**config.mk**
```make
export PLATFORM = sky130hd
export DESIGN_NAME = vss_regs
export DESIGN_NICKNAME = d
export VERILOG_FILES = /design/src/hw/rtl/vss_pkg.sv /design/src/hw/rtl/vss_regs.sv
export SDC_FILE = /design/constraint.sdc
export NUM_CORES = 1
export LEC_CHECK = 0
export BUFFER_PORTS_ARGS = -buffer_cell sky130_fd_sc_hd__buf_2
export CAP_MARGIN = 30
export CORE_ASPECT_RATIO = 1.1
export CORE_UTILIZATION = 44
export CTS_BUF_LIST = sky130_fd_sc_hd__clkbuf_2 sky130_fd_sc_hd__clkbuf_4 sky130_fd_sc_hd__clkbuf_8
export CTS_CLUSTER_SIZE = 20
export DETAILED_ROUTE_END_ITERATION = 8
export GPL_ROUTABILITY_DRIVEN = 0
export GPL_TIMING_DRIVEN = 0
export PLACE_DENSITY = 0.88
export REMOVE_ABC_BUFFERS = 1
export SYNTH_ARGS = -nofsm -noshare
export SYNTH_HDL_FRONTEND = slang
export SYNTH_SLANG_ARGS = --single-unit
```
**constraint.sdc**
```tcl
create_clock -name i_clk -period 1.4 [get_ports i_clk]
set_input_delay 0.28 -clock i_clk [delete_from_list [all_inputs] [get_ports i_clk]]
set_output_delay 0.28 -clock i_clk [all_outputs]
set_load 0.05 [all_outputs]
```
**src/hw/rtl/vss_pkg.sv**
```systemverilog
package vss_pkg;

    // Default coordinate width of the viewport request fields.
    localparam int VSS_COORD_BITS = 16;

    // Fixed field widths.
    localparam int REQ_TYPE_W = 2;
    localparam int TGT_W      = 15;
    localparam int FLAG_W     = 4;
    localparam int RECT_W     = 32;
    localparam int XY_OUT_W   = 16;
    localparam int CTR_W      = 18;
    localparam int PACK_W     = 32;

    // Configuration port geometry.
    localparam int APB_DATA_W = 32;
    localparam int APB_ADDR_W = 4;
    localparam int REG_IDX_W  = 2;

    // Register reset values.
    localparam logic [TGT_W-1:0]  TARGET_W_RST = TGT_W'(1280);
    localparam logic [TGT_W-1:0]  TARGET_H_RST = TGT_W'(720);
    localparam logic [FLAG_W-1:0] FLAGS_RST    = '0;

    // Request codes.
    typedef enum logic [REQ_TYPE_W-1:0] {
        REQ_VIEWPORT = 2'd0,
        REQ_RECT     = 2'd1,
        REQ_ENABLE   = 2'd2
    } t_req_type;

    // Register indexes.
    typedef enum logic [REG_IDX_W-1:0] {
        REG_TARGET_W = 2'd0,
        REG_TARGET_H = 2'd1,
        REG_FLAGS    = 2'd2
    } t_reg_idx;

    // Configuration seen by the datapath.
    typedef struct packed {
        logic [TGT_W-1:0]  target_width;
        logic [TGT_W-1:0]  target_height;
        logic [FLAG_W-1:0] flag_bits;
    } t_cfg;

    // One result item.
    typedef struct packed {
        logic [XY_OUT_W-1:0] clipped_x;
        logic [XY_OUT_W-1:0] clipped_y;
        logic [TGT_W-1:0]    clipped_width;
        logic [TGT_W-1:0]    clipped_height;
        logic [CTR_W-1:0]    center_x_twice;
        logic [CTR_W-1:0]    center_y_twice;
        logic [TGT_W-1:0]    clip_left;
        logic [TGT_W-1:0]    clip_top;
        logic [TGT_W-1:0]    clip_right;
        logic [TGT_W-1:0]    clip_bottom;
        logic [PACK_W-1:0]   packed_top_left;
        logic [PACK_W-1:0]   packed_bottom_right;
    } t_result;

endpackage

```
**src/hw/rtl/vss_regs.sv**
```systemverilog
module vss_regs import vss_pkg::*; (
    input  logic                  i_clk,
    input  logic                  i_rst_n,
    input  logic                  psel,
    input  logic                  penable,
    input  logic                  pwrite,
    input  logic [APB_ADDR_W-1:0] paddr,
    input  logic [APB_DATA_W-1:0] pwdata,
    output logic [APB_DATA_W-1:0] prdata,
    output logic                  pready,
    output t_cfg                  o_cfg
);

    t_cfg                 r_cfg;
    logic                 n_wr;
    logic [REG_IDX_W-1:0] n_idx;

    // Registers sit on 4-byte boundaries; the port never waits.
    assign pready = 1'b1;
    assign n_idx  = paddr[APB_ADDR_W-1:2];
    assign n_wr   = psel & penable & pwrite;
    assign o_cfg  = r_cfg;

    // Register writes in the access phase.
    always_ff @(posedge i_clk) begin
        if (!i_rst_n) begin
            r_cfg.target_width  <= TARGET_W_RST;
            r_cfg.target_height <= TARGET_H_RST;
            r_cfg.flag_bits     <= FLAGS_RST;
        end else if (n_wr) begin
            case (n_idx)
                REG_TARGET_W: r_cfg.target_width  <= pwdata[TGT_W-1:0];
                REG_TARGET_H: r_cfg.target_height <= pwdata[TGT_W-1:0];
                REG_FLAGS:    r_cfg.flag_bits     <= pwdata[FLAG_W-1:0];
                default: begin
                end
            endcase
        end
    end

    // Read data mux.
    always_comb begin
        case (n_idx)
            REG_TARGET_W: prdata = APB_DATA_W'(r_cfg.target_width);
            REG_TARGET_H: prdata = APB_DATA_W'(r_cfg.target_height);
            REG_FLAGS:    prdata = APB_DATA_W'(r_cfg.flag_bits);
            default:      prdata = '0;
        endcase
    end

endmodule

```
==> flow_metrics.py <==
metrics = {
    "place": {
        "pre_cts_ws_ns": -0.532,
        "place_hpwl_mm": 2.54,
        "portBuffers": 70,
    },
    "timing": {
        "hold_violations": 0,
        "fmax_mhz": 743,
        "worst_pin_slew_ns": 0.835,
        "min_period_ns": 1.35,
        "slew_headroom_pct": 44.3,
        "hold_slack_ns": 0.261,
        "rsz0062_at_grt": "yes",
        "slew_violations": 0,
        "finClkSkew_ns": 0,
        "setup_viol": 0,
        "fin_crit_sh_pct": 96.2,
        "finalWorstSetupSlack_ns": 0.0536,
    },
    "cells_and_area": {
        "fin_nets": 302,
        "area_growth_pct": 25.5,
        "drive_gt1_share_pct": 36.3,
        "final_util_pct": 59.7,
        "diodes": 0,
        "nFillCells": 344,
        "layout_commonest_cell": "buf_2",
        "mostFrequentLayoutCells": "buf_2, mux2i_1, nand2_1",
        "largest_reg_flops": 34,
    },
    "floorplan": {
        "die-width_um": 62.6,
        "dieHeight_um": 68.7,
        "start_util_pct": 47.6,
        "ios": 108,
        "rows": 23,
        "core_um2": 3740,
        "die_area_um2": 4300,
    },
    "drt": {
        "routedWlPerCell_um": 12.1,
        "wirelength_mm": 3.78,
        "drtAntennaViolNets": 0,
        "routed_via_density": 4.68,
        "vias": 1459,
        "drcViolationCount": 0,
        "drt_first_iter_violations": 47,
        "dr.pass1.iters": 4,
    },
    "power_and_ir_drop": {
        "switching_share_pct": 29.4,
        "seqPwrFrac_pct": 46.9,
        "cellPowerDensity_nw_per_um2": 946,
        "p_leak_nw": 1.03,
        "switching_power_mw": 0.620,
        "vdd_drop_max_mv": 0.587,
        "combinationalPowerShare_pct": 18.5,
        "p_int_mw": 1.49,
        "clkPwrFrac_pct": 34.6,
    },
    "clocking": {
        "cts.sinks": 34,
        "insertion_delay_ns": 0.27,
        "cts_tree": "done",
        "cts.clk_slew.worst_paths_ns": 0.07,
        "cts-htree-levels": 2,
        "clockRootBuffer": "clkbuf_8",
        "cts_made_buffers": 5,
        "holdBufCountCts": 0,
        "cts_buffer_depth": 2,
    },
    "global_route": {
        "antenna_found_initial": 0,
        "grt_max_degree": 56,
        "grt_pass1_vias": 1308,
        "grt_pass1_wl_mm": 5.92,
        "grt_use_total_pct": 17.8,
        "overflow": 0,
    },
    "worst_setup_path": {
        "required_ns": 1.12,
        "arrival_ns": 1.07,
        "path_max_fanout": 3,
        "crit_path_end_kind": "primary output",
        "critical_path_class": "reg -> out",
        "start_kind": "flip-flop",
    },
    "logic_synthesis": {
        "ys.warnings.count": 0,
        "synthCells": 195,
        "ys_seq_area_share_pct": 38.3,
        "syn_area_um2": 1780,
        "ys_ff_latch": 34,
        "synthDistinctLibCells": 15,
        "syn_area_per_cell_um2": 9.12,
    },
    "hold_path": {
        "hold_path.class": "in -> reg",
    },
    "run_status": {
        "status": "finished, final reports clean",
    },
    "job": {
        "maxCapViolations": 0,
    },
}
[cells by family (layout without fill, tap and decap cells)]
family,after synthesis,count (layout),share of synthesized area (%)
and+or+nand+nor,75,75,19.7
other,2,18,0.422
DFF,34,34,38.3
muxes,49,49,27.6
buffers and inverters,31,82,12.9
AOI/OAI and AO/OA,4,4,1.13
[path summary, 6_finish.rpt]
kind,depth (start not counted),end,slack (ns),start
max,3,prdata[2],0.05,o_cfg[6]
min,3,o_cfg[14],0.26,pwdata[10]
max reg2reg,2,o_cfg[0],0.75,o_cfg[0]
min reg2reg,2,o_cfg[5],0.46,o_cfg[5]
[area by class of cell]
class / instances / area, µm² / area share, %
Clock buffer: 7 / 90.1 / 4.04
Clock inverter: 1 / 5.00 / 0.224
Multi-Input combinational cell: 146 / 942 / 42.2
Sequential cell: 34 / 691 / 30.9
Tap cell: 50 / 62.6 / 2.80
Timing Repair Buffer: 74 / 442 / 19.8
[worst max-delay path: stages (launching register included)]
cell     delay, ns
dfxtp_2       0.33
mux2i_1       0.08
o21ai_1       0.20
buf_6         0.19
[through the flow]
step | power, mW | std cells | setup TNS [ns] | cell area (µm²)
2_1_floorplan | 1.27 | 180 | -10.48 | 1610
3_3_place_gp | 1.38 | 300 | -24.45 | 2020
3_5_place_dp | 1.39 | 301 | -15.79 | 2040
4_1_cts | 2.14 | 312 | 0 | 2190
5_1_grt | 2.20 | 312 | -0.0245 | 2230
6_report | 2.11 | 312 | 0 | 2230
[power by group through the flow]
| stage | logic, mW | clock network, mW | registers (mW) |
|---|---|---|---|
| after global routing | 0.411 | 0.802 | 0.991 |
| after detailed placement | 0.376 | 0 | 1.01 |
| final | 0.390 | 0.731 | 0.990 |
| after CTS | 0.385 | 0.763 | 0.989 |
| after floorplan | 0.221 | 0 | 1.05 |
| after global placement | 0.369 | 0 | 1.01 |
[timing repair]
| action | CTS | global route |
|---|---|---|
| buffers inserted | 3 | 0 |
| gates resized for setup | 9 | 27 |
| endpoints found under the setup margin | 45 | 12 |
| pin swaps | 1 | 2 |
| gates cloned | 0 | 0 |
[cell usage after synthesis (all sizes together)]
master	number	area, µm²
clkbuf	6	22.5
mux2i	49	490
dfxtp	34	681
nand2	47	176
nor2b	13	81.3
conb	2	7.51
nor3	1	16.3
nor2	11	41.3
nor3b	2	25.0
o21ai	4	20.0
nand3	1	10.0
buf	25	208
[metal layers]
layer	global-route usage, %	routed length (µm)
met3	3.45	163
met5	0	0
met2	34.6	2030
met4	6.98	33
met1	19.2	1550
(Power assumes the default switching activity.)
