$ cat config.mk
export PLATFORM = sky130hd
export DESIGN_NAME = vss_result
export DESIGN_NICKNAME = d
export VERILOG_FILES = /design/src/hw/rtl/vss_pkg.sv /design/src/hw/rtl/vss_result.sv
export SDC_FILE = /design/constraint.sdc
export NUM_CORES = 1
export LEC_CHECK = 0
export ABC_AREA = 1
export BUFFER_PORTS_ARGS = -buffer_cell sky130_fd_sc_hd__buf_4
export CORE_AREA = 2 2 173 175
export DETAILED_ROUTE_END_ITERATION = 8
export DIE_AREA = 0 0 175 177
export PLACE_DENSITY = 0.6
export SETUP_SLACK_MARGIN = 0.3
export SYNTH_ARGS = -nofsm -noshare
export SYNTH_HDL_FRONTEND = slang
export SYNTH_SLANG_ARGS = --single-unit
export TNS_END_PERCENT = 1
$ cat constraint.sdc
create_clock -name vclk -period 21.6
set_input_delay 2.16 -clock vclk [all_inputs]
set_output_delay 2.16 -clock vclk [all_outputs]
set_load 0.005 [all_outputs]
$ cat src/hw/rtl/vss_pkg.sv
package vss_pkg;

    // Default coordinate width of the viewport request fields.
    localparam int VSS_COORD_BITS = 16;

    // Fixed field widths.
    localparam int REQ_TYPE_W = 2;
    localparam int TGT_W      = 15;
    localparam int FLAG_W     = 4;
    localparam int RECT_W     = 32;
    localparam int XY_OUT_W   = 16;
    localparam int CTR_W      = 18;
    localparam int PACK_W     = 32;

    // Configuration port geometry.
    localparam int APB_DATA_W = 32;
    localparam int APB_ADDR_W = 4;
    localparam int REG_IDX_W  = 2;

    // Register reset values.
    localparam logic [TGT_W-1:0]  TARGET_W_RST = TGT_W'(1280);
    localparam logic [TGT_W-1:0]  TARGET_H_RST = TGT_W'(720);
    localparam logic [FLAG_W-1:0] FLAGS_RST    = '0;

    // Request codes.
    typedef enum logic [REQ_TYPE_W-1:0] {
        REQ_VIEWPORT = 2'd0,
        REQ_RECT     = 2'd1,
        REQ_ENABLE   = 2'd2
    } t_req_type;

    // Register indexes.
    typedef enum logic [REG_IDX_W-1:0] {
        REG_TARGET_W = 2'd0,
        REG_TARGET_H = 2'd1,
        REG_FLAGS    = 2'd2
    } t_reg_idx;

    // Configuration seen by the datapath.
    typedef struct packed {
        logic [TGT_W-1:0]  target_width;
        logic [TGT_W-1:0]  target_height;
        logic [FLAG_W-1:0] flag_bits;
    } t_cfg;

    // One result item.
    typedef struct packed {
        logic [XY_OUT_W-1:0] clipped_x;
        logic [XY_OUT_W-1:0] clipped_y;
        logic [TGT_W-1:0]    clipped_width;
        logic [TGT_W-1:0]    clipped_height;
        logic [CTR_W-1:0]    center_x_twice;
        logic [CTR_W-1:0]    center_y_twice;
        logic [TGT_W-1:0]    clip_left;
        logic [TGT_W-1:0]    clip_top;
        logic [TGT_W-1:0]    clip_right;
        logic [TGT_W-1:0]    clip_bottom;
        logic [PACK_W-1:0]   packed_top_left;
        logic [PACK_W-1:0]   packed_bottom_right;
    } t_result;

endpackage

$ cat src/hw/rtl/vss_result.sv
module vss_result import vss_pkg::*; #(
    parameter int COORD_BITS = VSS_COORD_BITS
) (
    input  logic [COORD_BITS-1:0]    i_vp_x,
    input  logic [COORD_BITS-1:0]    i_vp_y,
    input  logic [TGT_W-1:0]         i_vp_w,
    input  logic [TGT_W-1:0]         i_vp_h,
    input  logic signed [RECT_W-1:0] i_rect_left,
    input  logic signed [RECT_W-1:0] i_rect_top,
    input  logic signed [RECT_W-1:0] i_rect_right,
    input  logic signed [RECT_W-1:0] i_rect_bottom,
    input  logic                     i_scissor_on,
    input  t_cfg                     i_cfg,
    output t_result                  o_res
);

    // Signed width that holds both a rectangle edge and the viewport's far edge.
    localparam int SW = (COORD_BITS + 2 > RECT_W + 1) ? COORD_BITS + 2 : RECT_W + 1;
    // Width of 2x + w before it is cut to the output width.
    localparam int CW = ((COORD_BITS + 1 > TGT_W) ? COORD_BITS + 1 : TGT_W) + 1;

    logic signed [SW-1:0] n_vl, n_vt, n_vr, n_vb;
    logic signed [SW-1:0] n_rl, n_rt, n_rr, n_rb;
    logic signed [SW-1:0] n_l, n_t, n_r, n_b;
    logic [TGT_W-1:0]     n_cl, n_ct, n_cr, n_cb;
    logic                 n_empty;
    logic [CW-1:0]        n_ctr_x, n_ctr_y;

    // Clamp a signed edge into [0, limit].
    function automatic logic [TGT_W-1:0] clamp_edge(input logic signed [SW-1:0] v,
                                                    input logic [TGT_W-1:0] limit);
        logic signed [SW-1:0] lim_s;
        lim_s = signed'(SW'(limit));
        if (v < 0) begin
            return '0;
        end else if (v > lim_s) begin
            return limit;
        end else begin
            return v[TGT_W-1:0];
        end
    endfunction

    // Viewport edges, and the rectangle edges sign-extended.
    always_comb begin
        n_vl = signed'(SW'(i_vp_x));
        n_vt = signed'(SW'(i_vp_y));
        n_vr = n_vl + signed'(SW'(i_vp_w));
        n_vb = n_vt + signed'(SW'(i_vp_h));
        n_rl = SW'(i_rect_left);
        n_rt = SW'(i_rect_top);
        n_rr = SW'(i_rect_right);
        n_rb = SW'(i_rect_bottom);
    end

    // Intersect with the rectangle when the scissor is on.
    always_comb begin
        n_l = n_vl;
        n_t = n_vt;
        n_r = n_vr;
        n_b = n_vb;
        if (i_scissor_on) begin
            if (n_rl > n_vl) n_l = n_rl;
            if (n_rt > n_vt) n_t = n_rt;
            if (n_rr < n_vr) n_r = n_rr;
            if (n_rb < n_vb) n_b = n_rb;
        end
    end

    // Clamp to the target and detect an empty scissor.
    always_comb begin
        n_cl    = clamp_edge(n_l, i_cfg.target_width);
        n_cr    = clamp_edge(n_r, i_cfg.target_width);
        n_ct    = clamp_edge(n_t, i_cfg.target_height);
        n_cb    = clamp_edge(n_b, i_cfg.target_height);
        n_empty = (n_cl >= n_cr) || (n_ct >= n_cb);
    end

    // Doubled viewport centre.
    assign n_ctr_x = (CW'(i_vp_x) << 1) + CW'(i_vp_w);
    assign n_ctr_y = (CW'(i_vp_y) << 1) + CW'(i_vp_h);

    // Assemble the result; packed words use the edges before clamping.
    always_comb begin
        o_res.clipped_x           = XY_OUT_W'(i_vp_x);
        o_res.clipped_y           = XY_OUT_W'(i_vp_y);
        o_res.clipped_width       = i_vp_w;
        o_res.clipped_height      = i_vp_h;
        o_res.center_x_twice      = CTR_W'(n_ctr_x);
        o_res.center_y_twice      = CTR_W'(n_ctr_y);
        o_res.clip_left           = n_empty ? '0 : n_cl;
        o_res.clip_top            = n_empty ? '0 : n_ct;
        o_res.clip_right          = n_empty ? '0 : n_cr;
        o_res.clip_bottom         = n_empty ? '0 : n_cb;
        o_res.packed_top_left     = {i_cfg.flag_bits[1], n_t[TGT_W-1:0],
                                     i_cfg.flag_bits[0], n_l[TGT_W-1:0]};
        o_res.packed_bottom_right = {i_cfg.flag_bits[3], n_b[TGT_W-1:0],
                                     i_cfg.flag_bits[2], n_r[TGT_W-1:0]};
    end

endmodule

==> impl_metrics.csv, run 1 <==
group,metric,value,unit
power,pwr_density_cell,35.3,nW/um^2
yosys,ys_warn_count,0,
global_route,grt_pass1_vias,12200,
floorplan,dieArea,31000,sq um
detailed_routing,drtPass1Iterations,5,
final_layout,n_sequential_cell,0,
detailed_routing,ant_nets,0,
global_route,use_met1,35.9,%
critical_path,crit_family,"simple AND/OR/NAND/NOR gates",
placement,gp_congestion,0.994,
final_layout,final_layout_size_suffix_gt1_share,25.7,%
yosys,synthTopCellsByArea,"ha_1 26%, nand2_1 14%, inv_1 9.6%, nand3_1 7.0%, nor2_1 5.9%",
yosys,yosysMostFrequentCell,"nand2_1",
detailed_routing,wirelength,46500,microns
detailed_routing,wl_per_cell,18.8,microns
timing,tns,0,ns
timing,setup_viol,0,
detailed_routing,drc,0,
global_route,globalRoute.busiestLayer,"met2",
critical_path,worstSetupPathType,"in -> out",
floorplan,die_h,177,microns
global_route,use_met2,51.8,%
detailed_routing,viasPerCell,5.12,
final_layout,final_cell_area,13300,sq um
global_route,grt_max_degree,61,
yosys,synth_top_area_share,26.2,%
yosys,netlist_area,10200,sq um
timing,report.final.slew_viol_count,0,
global_route,antenna_found_initial,1,
min_path,hp-class,"in -> out",
power,cellLeakagePower,7.72,nW
yosys,synth_common_cells,"382 x nand2_1, 263 x inv_1, 214 x ha_1",
power,power,471,uW
detailed_routing,num_vias,12700,
global_route,grt-ovfl-total,0,
critical_path,cp_slowest_cell,"buf_4",
global_route,use_met3,3.48,%
clock_network,ctsResizeCount,0,
clock_network,post_cts_buffers,0,
placement,hpwl,41400,microns
global_route,grt_pass1_wl,68700,microns
final_layout,final_nets,2529,
critical_path,crit_cells,45,
timing,finalCritPeriodShare,58.8,%
yosys,syn_nets,2190,
yosys,syn_area_per_cell,5.86,sq um
placement,port-buffer-count,439,
floorplan,rows,63,
final_layout,multi_input_area,8540,sq um
timing,final.min_clock_period,12.70,ns
critical_path,crit_required,19.44,ns
critical_path,worst-path-buf-inv,7,
yosys,synth_cell_types,45,
final_layout,nFillCells,3192,
critical_path,max_stage_delay,0.56,ns
timing,hold_violations,0,
timing,tightest_slew,0.932,ns
clock_network,cts_hold_buf,0,
floorplan,pin_count,447,
yosys,synth_cells,1747,
power,peakVddDrop,0.0192,mV
floorplan,initial_core_util,35.0,%
flow_run,drv_cap,0,
min_path,whs_path_depth,0,
critical_path,cp_max_fo,60,
critical_path,crit_path_end_kind,"output pin",
final_layout,clkbuf_count,0,
floorplan,die_width,175,microns
final_layout,syn_to_final_growth,30.4,%
global_route,gr-usage-all-layers,28.4,%
critical_path,critical_path.most_common_cell,"nand2_1",
final_layout,finish.utilization,45.6,%
floorplan,core,29200,sq um
timing,relSlewSlack,37.7,%
timing,max_freq,78.8,MHz
yosys,synth_top_area_cell,"ha_1",
critical_path,worst_ep_arrival_time,10.54,ns
critical_path,critPathLaunchType,"input port",
placement,place_area,13300,sq um
outcome,run_status,"finished, final reports clean",
final_layout,diodes,0,
detailed_routing,drt_iter0_drc,992,
final_layout,sequential_cell_area,0,sq um
timing,rsz0062_at_grt,"no",
yosys,synth-seq-area-share,0,%
layout make-up:
cell class / count / share of cell area, %
repair buffers: 442 / 24.9
multi-input cells: 1375 / 64.0
inverters: 267 / 7.51
well taps: 390 / 3.66
per-layer routing:
metal  up-vias  share of wire [%]
met5         -              0.034
met4         2                2.0
met3        50                6.7
met2       479                 49
met1      5757                 42
li1       6384                  -
cells in the final DEF (no fill, tap or decap), types with 4 or more instances in the layout:
| master | instances |
|---|---|
| or2_2 | 12 |
| fa_1 | 4 |
| nor3_1 | 14 |
| nand4_1 | 29 |
| a21oi_1 | 118 |
| a211oi_1 | 6 |
| inv_1 | 263 |
| buf_4 | 442 |
| o2111ai_1 | 5 |
| nand2_2 | 17 |
| nor4_1 | 8 |
| and2_1 | 10 |
| xnor2_1 | 17 |
| o211ai_1 | 7 |
| nand2_4 | 5 |
| inv_2 | 4 |
| xor2_1 | 24 |
| a21oi_2 | 4 |
| nand2_1 | 382 |
| o21bai_1 | 9 |
| nand3b_1 | 12 |
| nor2_1 | 161 |
| nand3_1 | 144 |
| nor2_2 | 18 |
| ha_1 | 214 |
| a21o_1 | 8 |
| o21a_1 | 5 |
| o21ai_0 | 97 |
| nand3_2 | 25 |
where the power goes:
group          switching, mW  total [mW]  internal, mW  leakage [nW]
clock                      0           0             0             0
combinational          0.270       0.471         0.201          7.72
sequential                 0           0             0             0
cells by family (layout without fill, tap and decap cells):
logic type      count (synthesis)  count (layout)  share of synthesized area, %
buf+inv                       372             709                          16.8
xor+xnor                       41              41                          3.51
compound gates                274             274                          15.0
fa+ha+maj                     218             218                          26.9
simple gates                  842             842                          37.8
worst paths after layout:
| path | start | endpoint | slack (ns) |
|---|---|---|---|
| hold / removal | i_cfg[1] | o_res[63] | 4.32 |
| setup / recovery | i_vp_x[0] | o_res[79] | 8.90 |
per-stage QoR:
step | std cells | hold slack, ns | setup WS, ns
final | 2474 | 4.32 | 8.90
after global routing | 2474 | 4.32 | 8.19
after CTS | 2474 | 4.32 | 8.98
after detailed placement | 2474 | 4.32 | 9.01
after global placement | 2474 | 4.32 | 9.19
after floorplan | 1747 | 4.38 | 10.73
No activity file was read; power rests on OpenSTA's default activity.
==> inputs of run 2 (changes only) <==
--- a/config.mk
+++ b/config.mk
@@ -5,12 +5,12 @@
 export SDC_FILE = /design/constraint.sdc
 export NUM_CORES = 1
 export LEC_CHECK = 0
-export ABC_AREA = 1
+export ABC_AREA = 0
 export BUFFER_PORTS_ARGS = -buffer_cell sky130_fd_sc_hd__buf_4
-export CORE_AREA = 2 2 173 175
+export CORE_AREA = 2 2 176 178
 export DETAILED_ROUTE_END_ITERATION = 8
-export DIE_AREA = 0 0 175 177
-export PLACE_DENSITY = 0.6
+export DIE_AREA = 0 0 178 180
+export PLACE_DENSITY = 0.58
 export SETUP_SLACK_MARGIN = 0.3
 export SYNTH_ARGS = -nofsm -noshare
 export SYNTH_HDL_FRONTEND = slang
==> constraint.sdc (replaced) <==
create_clock -name vclk -period 11.1
set_input_delay 1.11 -clock vclk [all_inputs]
set_output_delay 1.11 -clock vclk [all_outputs]
set_load 0.005 [all_outputs]
==> run 2 against run 1 <==
Against the previous run: area after synthesis down 8.2%; largest cell class unchanged; wire length fell by 9.5%; synthesized cell count shrank 28%; total power rose by 110%; flip-flop and latch count stayed put; die area is 3.4% higher; sequential share of layout area unchanged; largest power group unchanged; hold slack got worse by 2.1 ns.
==> impl_metrics.csv, run 2 <==
group,metric,value,unit
outcome,run_status,"finished, final reports clean",
timing,rsz0062_at_grt,"no",
critical_path,crit_start,"i_vp_y[1]",
flow_run,drv_cap,0,
yosys,synth_top_area_share,28.5,%
placement,port-buffer-count,439,
timing,tightest_slew,1.06,ns
final_layout,final_cells,2036,
critical_path,cp_slowest_cell,"or4b_2",
final_layout,layout_common_cells,"469 x buf_4, 210 x ha_1, 103 x nand2_1, 94 x inv_1, 84 x a21oi_1",
global_route,grt_max_degree,47,
placement,dp_cells,2015,
timing,worst_slack,0.675,ns
global_route,grt-ovfl-total,0,
floorplan,die_width,178,microns
critical_path,critical_path.most_common_cell,"ha_1",
yosys,syn_area_per_cell,7.44,sq um
global_route,grt_pass1_wl,60300,microns
floorplan,die_h,180,microns
power,pwr_density_cell,75.9,nW/um^2
placement,hpwl,36200,microns
detailed_routing,drtPass1Iterations,6,
timing,tns,0,ns
power,power,992,uW
final_layout,final_cell_area,13100,sq um
yosys,yosysMostFrequentCell,"ha_1",
clock_network,cts_hold_buf,0,
placement,gp_congestion,0.979,
critical_path,max_stage_delay,0.65,ns
yosys,synth_cell_types,77,
yosys,synth_common_cells,"214 x ha_1, 106 x nand2_1, 94 x inv_1",
global_route,grt_pass1_vias,10800,
final_layout,finish.utilization,43.3,%
placement,dp_slack,0.296,ns
yosys,synth-seq-area-share,0,%
detailed_routing,wirelength,42100,microns
yosys,synth_top_area_cell,"ha_1",
final_layout,clkbuf_count,0,
critical_path,critPathLaunchType,"input port",
final_layout,final_common_cell,"buf_4",
timing,final.min_clock_period,10.43,ns
detailed_routing,viasPerCell,5.43,
critical_path,cp_max_fo,13,
yosys,netlist_area,9400,sq um
timing,finalCritPeriodShare,93.9,%
timing,report.final.slew_viol_count,0,
floorplan,core,30200,sq um
detailed_routing,num_vias,11000,
detailed_routing,drt_iter0_drc,550,
min_path,hp-start,"i_cfg[3]",
min_path,hp-class,"in -> out",
timing,whs,2.22,ns
yosys,synth_cells,1263,
floorplan,pin_count,447,
detailed_routing,drc,0,
yosys,ys_warn_count,0,
final_layout,final_nets,2083,
yosys,syn_nets,1706,
final_layout,sequential_cell_area,0,sq um
global_route,gr-usage-all-layers,24.0,%
timing,max_freq,95.9,MHz
critical_path,crit_path_end_kind,"output pin",
final_layout,n_sequential_cell,0,
detailed_routing,ant_nets,0,
power,cellLeakagePower,6.72,nW
floorplan,dieArea,32000,sq um
final_layout,final_layout_size_suffix_gt1_share,37.3,%
placement,place_area,12700,sq um
critical_path,worstSetupPathType,"in -> out",
critical_path,worst_ep_arrival_time,9.32,ns
power,peakVddDrop,0.0278,mV
global_route,antenna_found_initial,2,
final_layout,syn_to_final_growth,39.1,%
critical_path,crit_required,9.99,ns
timing,hold_violations,0,
yosys,synthTopCellsByArea,"ha_1 28%, mux2_2 7.7%, buf_4 5.7%, a21oi_1 4.8%, nand2_1 4.2%",
timing,relSlewSlack,29.2,%
detailed_routing,wl_per_cell,20.7,microns
timing,setup_viol,0,
floorplan,initial_core_util,31.1,%
floorplan,rows,64,
[run 2: cell types whose count changed in the layout (fill, tap and decap cells not counted), moves of 24 or more]
cell,previous run,this run
a21o_1,8,46
a21oi_1,118,84
buf_4,442,469
inv_1,263,94
mux2_2,0,62
nand2_1,382,103
nand3_1,144,27
nand3_2,25,1
nor2_1,161,69
o21ai_0,97,68
[run 2: area by class of cell]
type | count | area (sq um)
Fill cell | 3147 | 17100
Multi-Input combinational cell | 1066 | 8540
Timing Repair Buffer | 478 | 3680
Tap cell | 396 | 495
Inverter | 94 | 353
Antenna cell | 2 | 5.00
[run 2: cells by family (layout without fill, tap and decap cells)]
group                    Yosys count  in the layout  share of synthesized area [%]
AO/OA/AOI/OAI                    334            334                           23.7
XOR/XNOR                          51             51                           4.75
adder cells (fa/ha/maj)          218            218                           29.3
buffers and inverters            197            572                           11.1
multiplexers                      92             92                           11.0
other                              0              2                              0
AND/OR/NAND/NOR                  371            371                           20.2
[run 2: worst paths after layout]
path / to / slack, ns / cells past startpoint
max: o_res[117] / 0.67 / 41
min: o_res[31] / 2.22 / 0
[run 2: metal layers]
layer | up-vias | GRT usage [%] | share of wire, %
li1 | 5342 | - | -
met1 | 5151 | 27.4 | 39
met2 | 479 | 45.4 | 51
met3 | 74 | 2.56 | 5.9
met4 | 0 | 8.26 | 4.1
met5 | - | 0 | 0
[run 2: power breakdown]
group	switching, mW	leakage [nW]	internal, mW
clock network	0	0.0000127	0.0000000241
registers	0	0	0
logic	0.507	6.72	0.486
total	0.507	6.72	0.486
[run 2: critical path: cells and delay by family]
kind,cells,cell delay [ns]
adder cells (fa/ha/maj),5,1.25
XOR/XNOR,1,0.20
multiplexers,2,0.59
AND/OR/NAND/NOR,11,1.97
buffers and inverters,6,0.90
AO/OA/AOI/OAI,16,3.27
[run 2: what timing repair did]
| item | in CTS | in global routing |
|---|---|---|
| gates resized for setup | 1 | 52 |
| endpoints found under the setup margin | 2 | 60 |
| setup buffers | 0 | 15 |
| gates cloned | 0 | 4 |
| pin swaps | 0 | 16 |
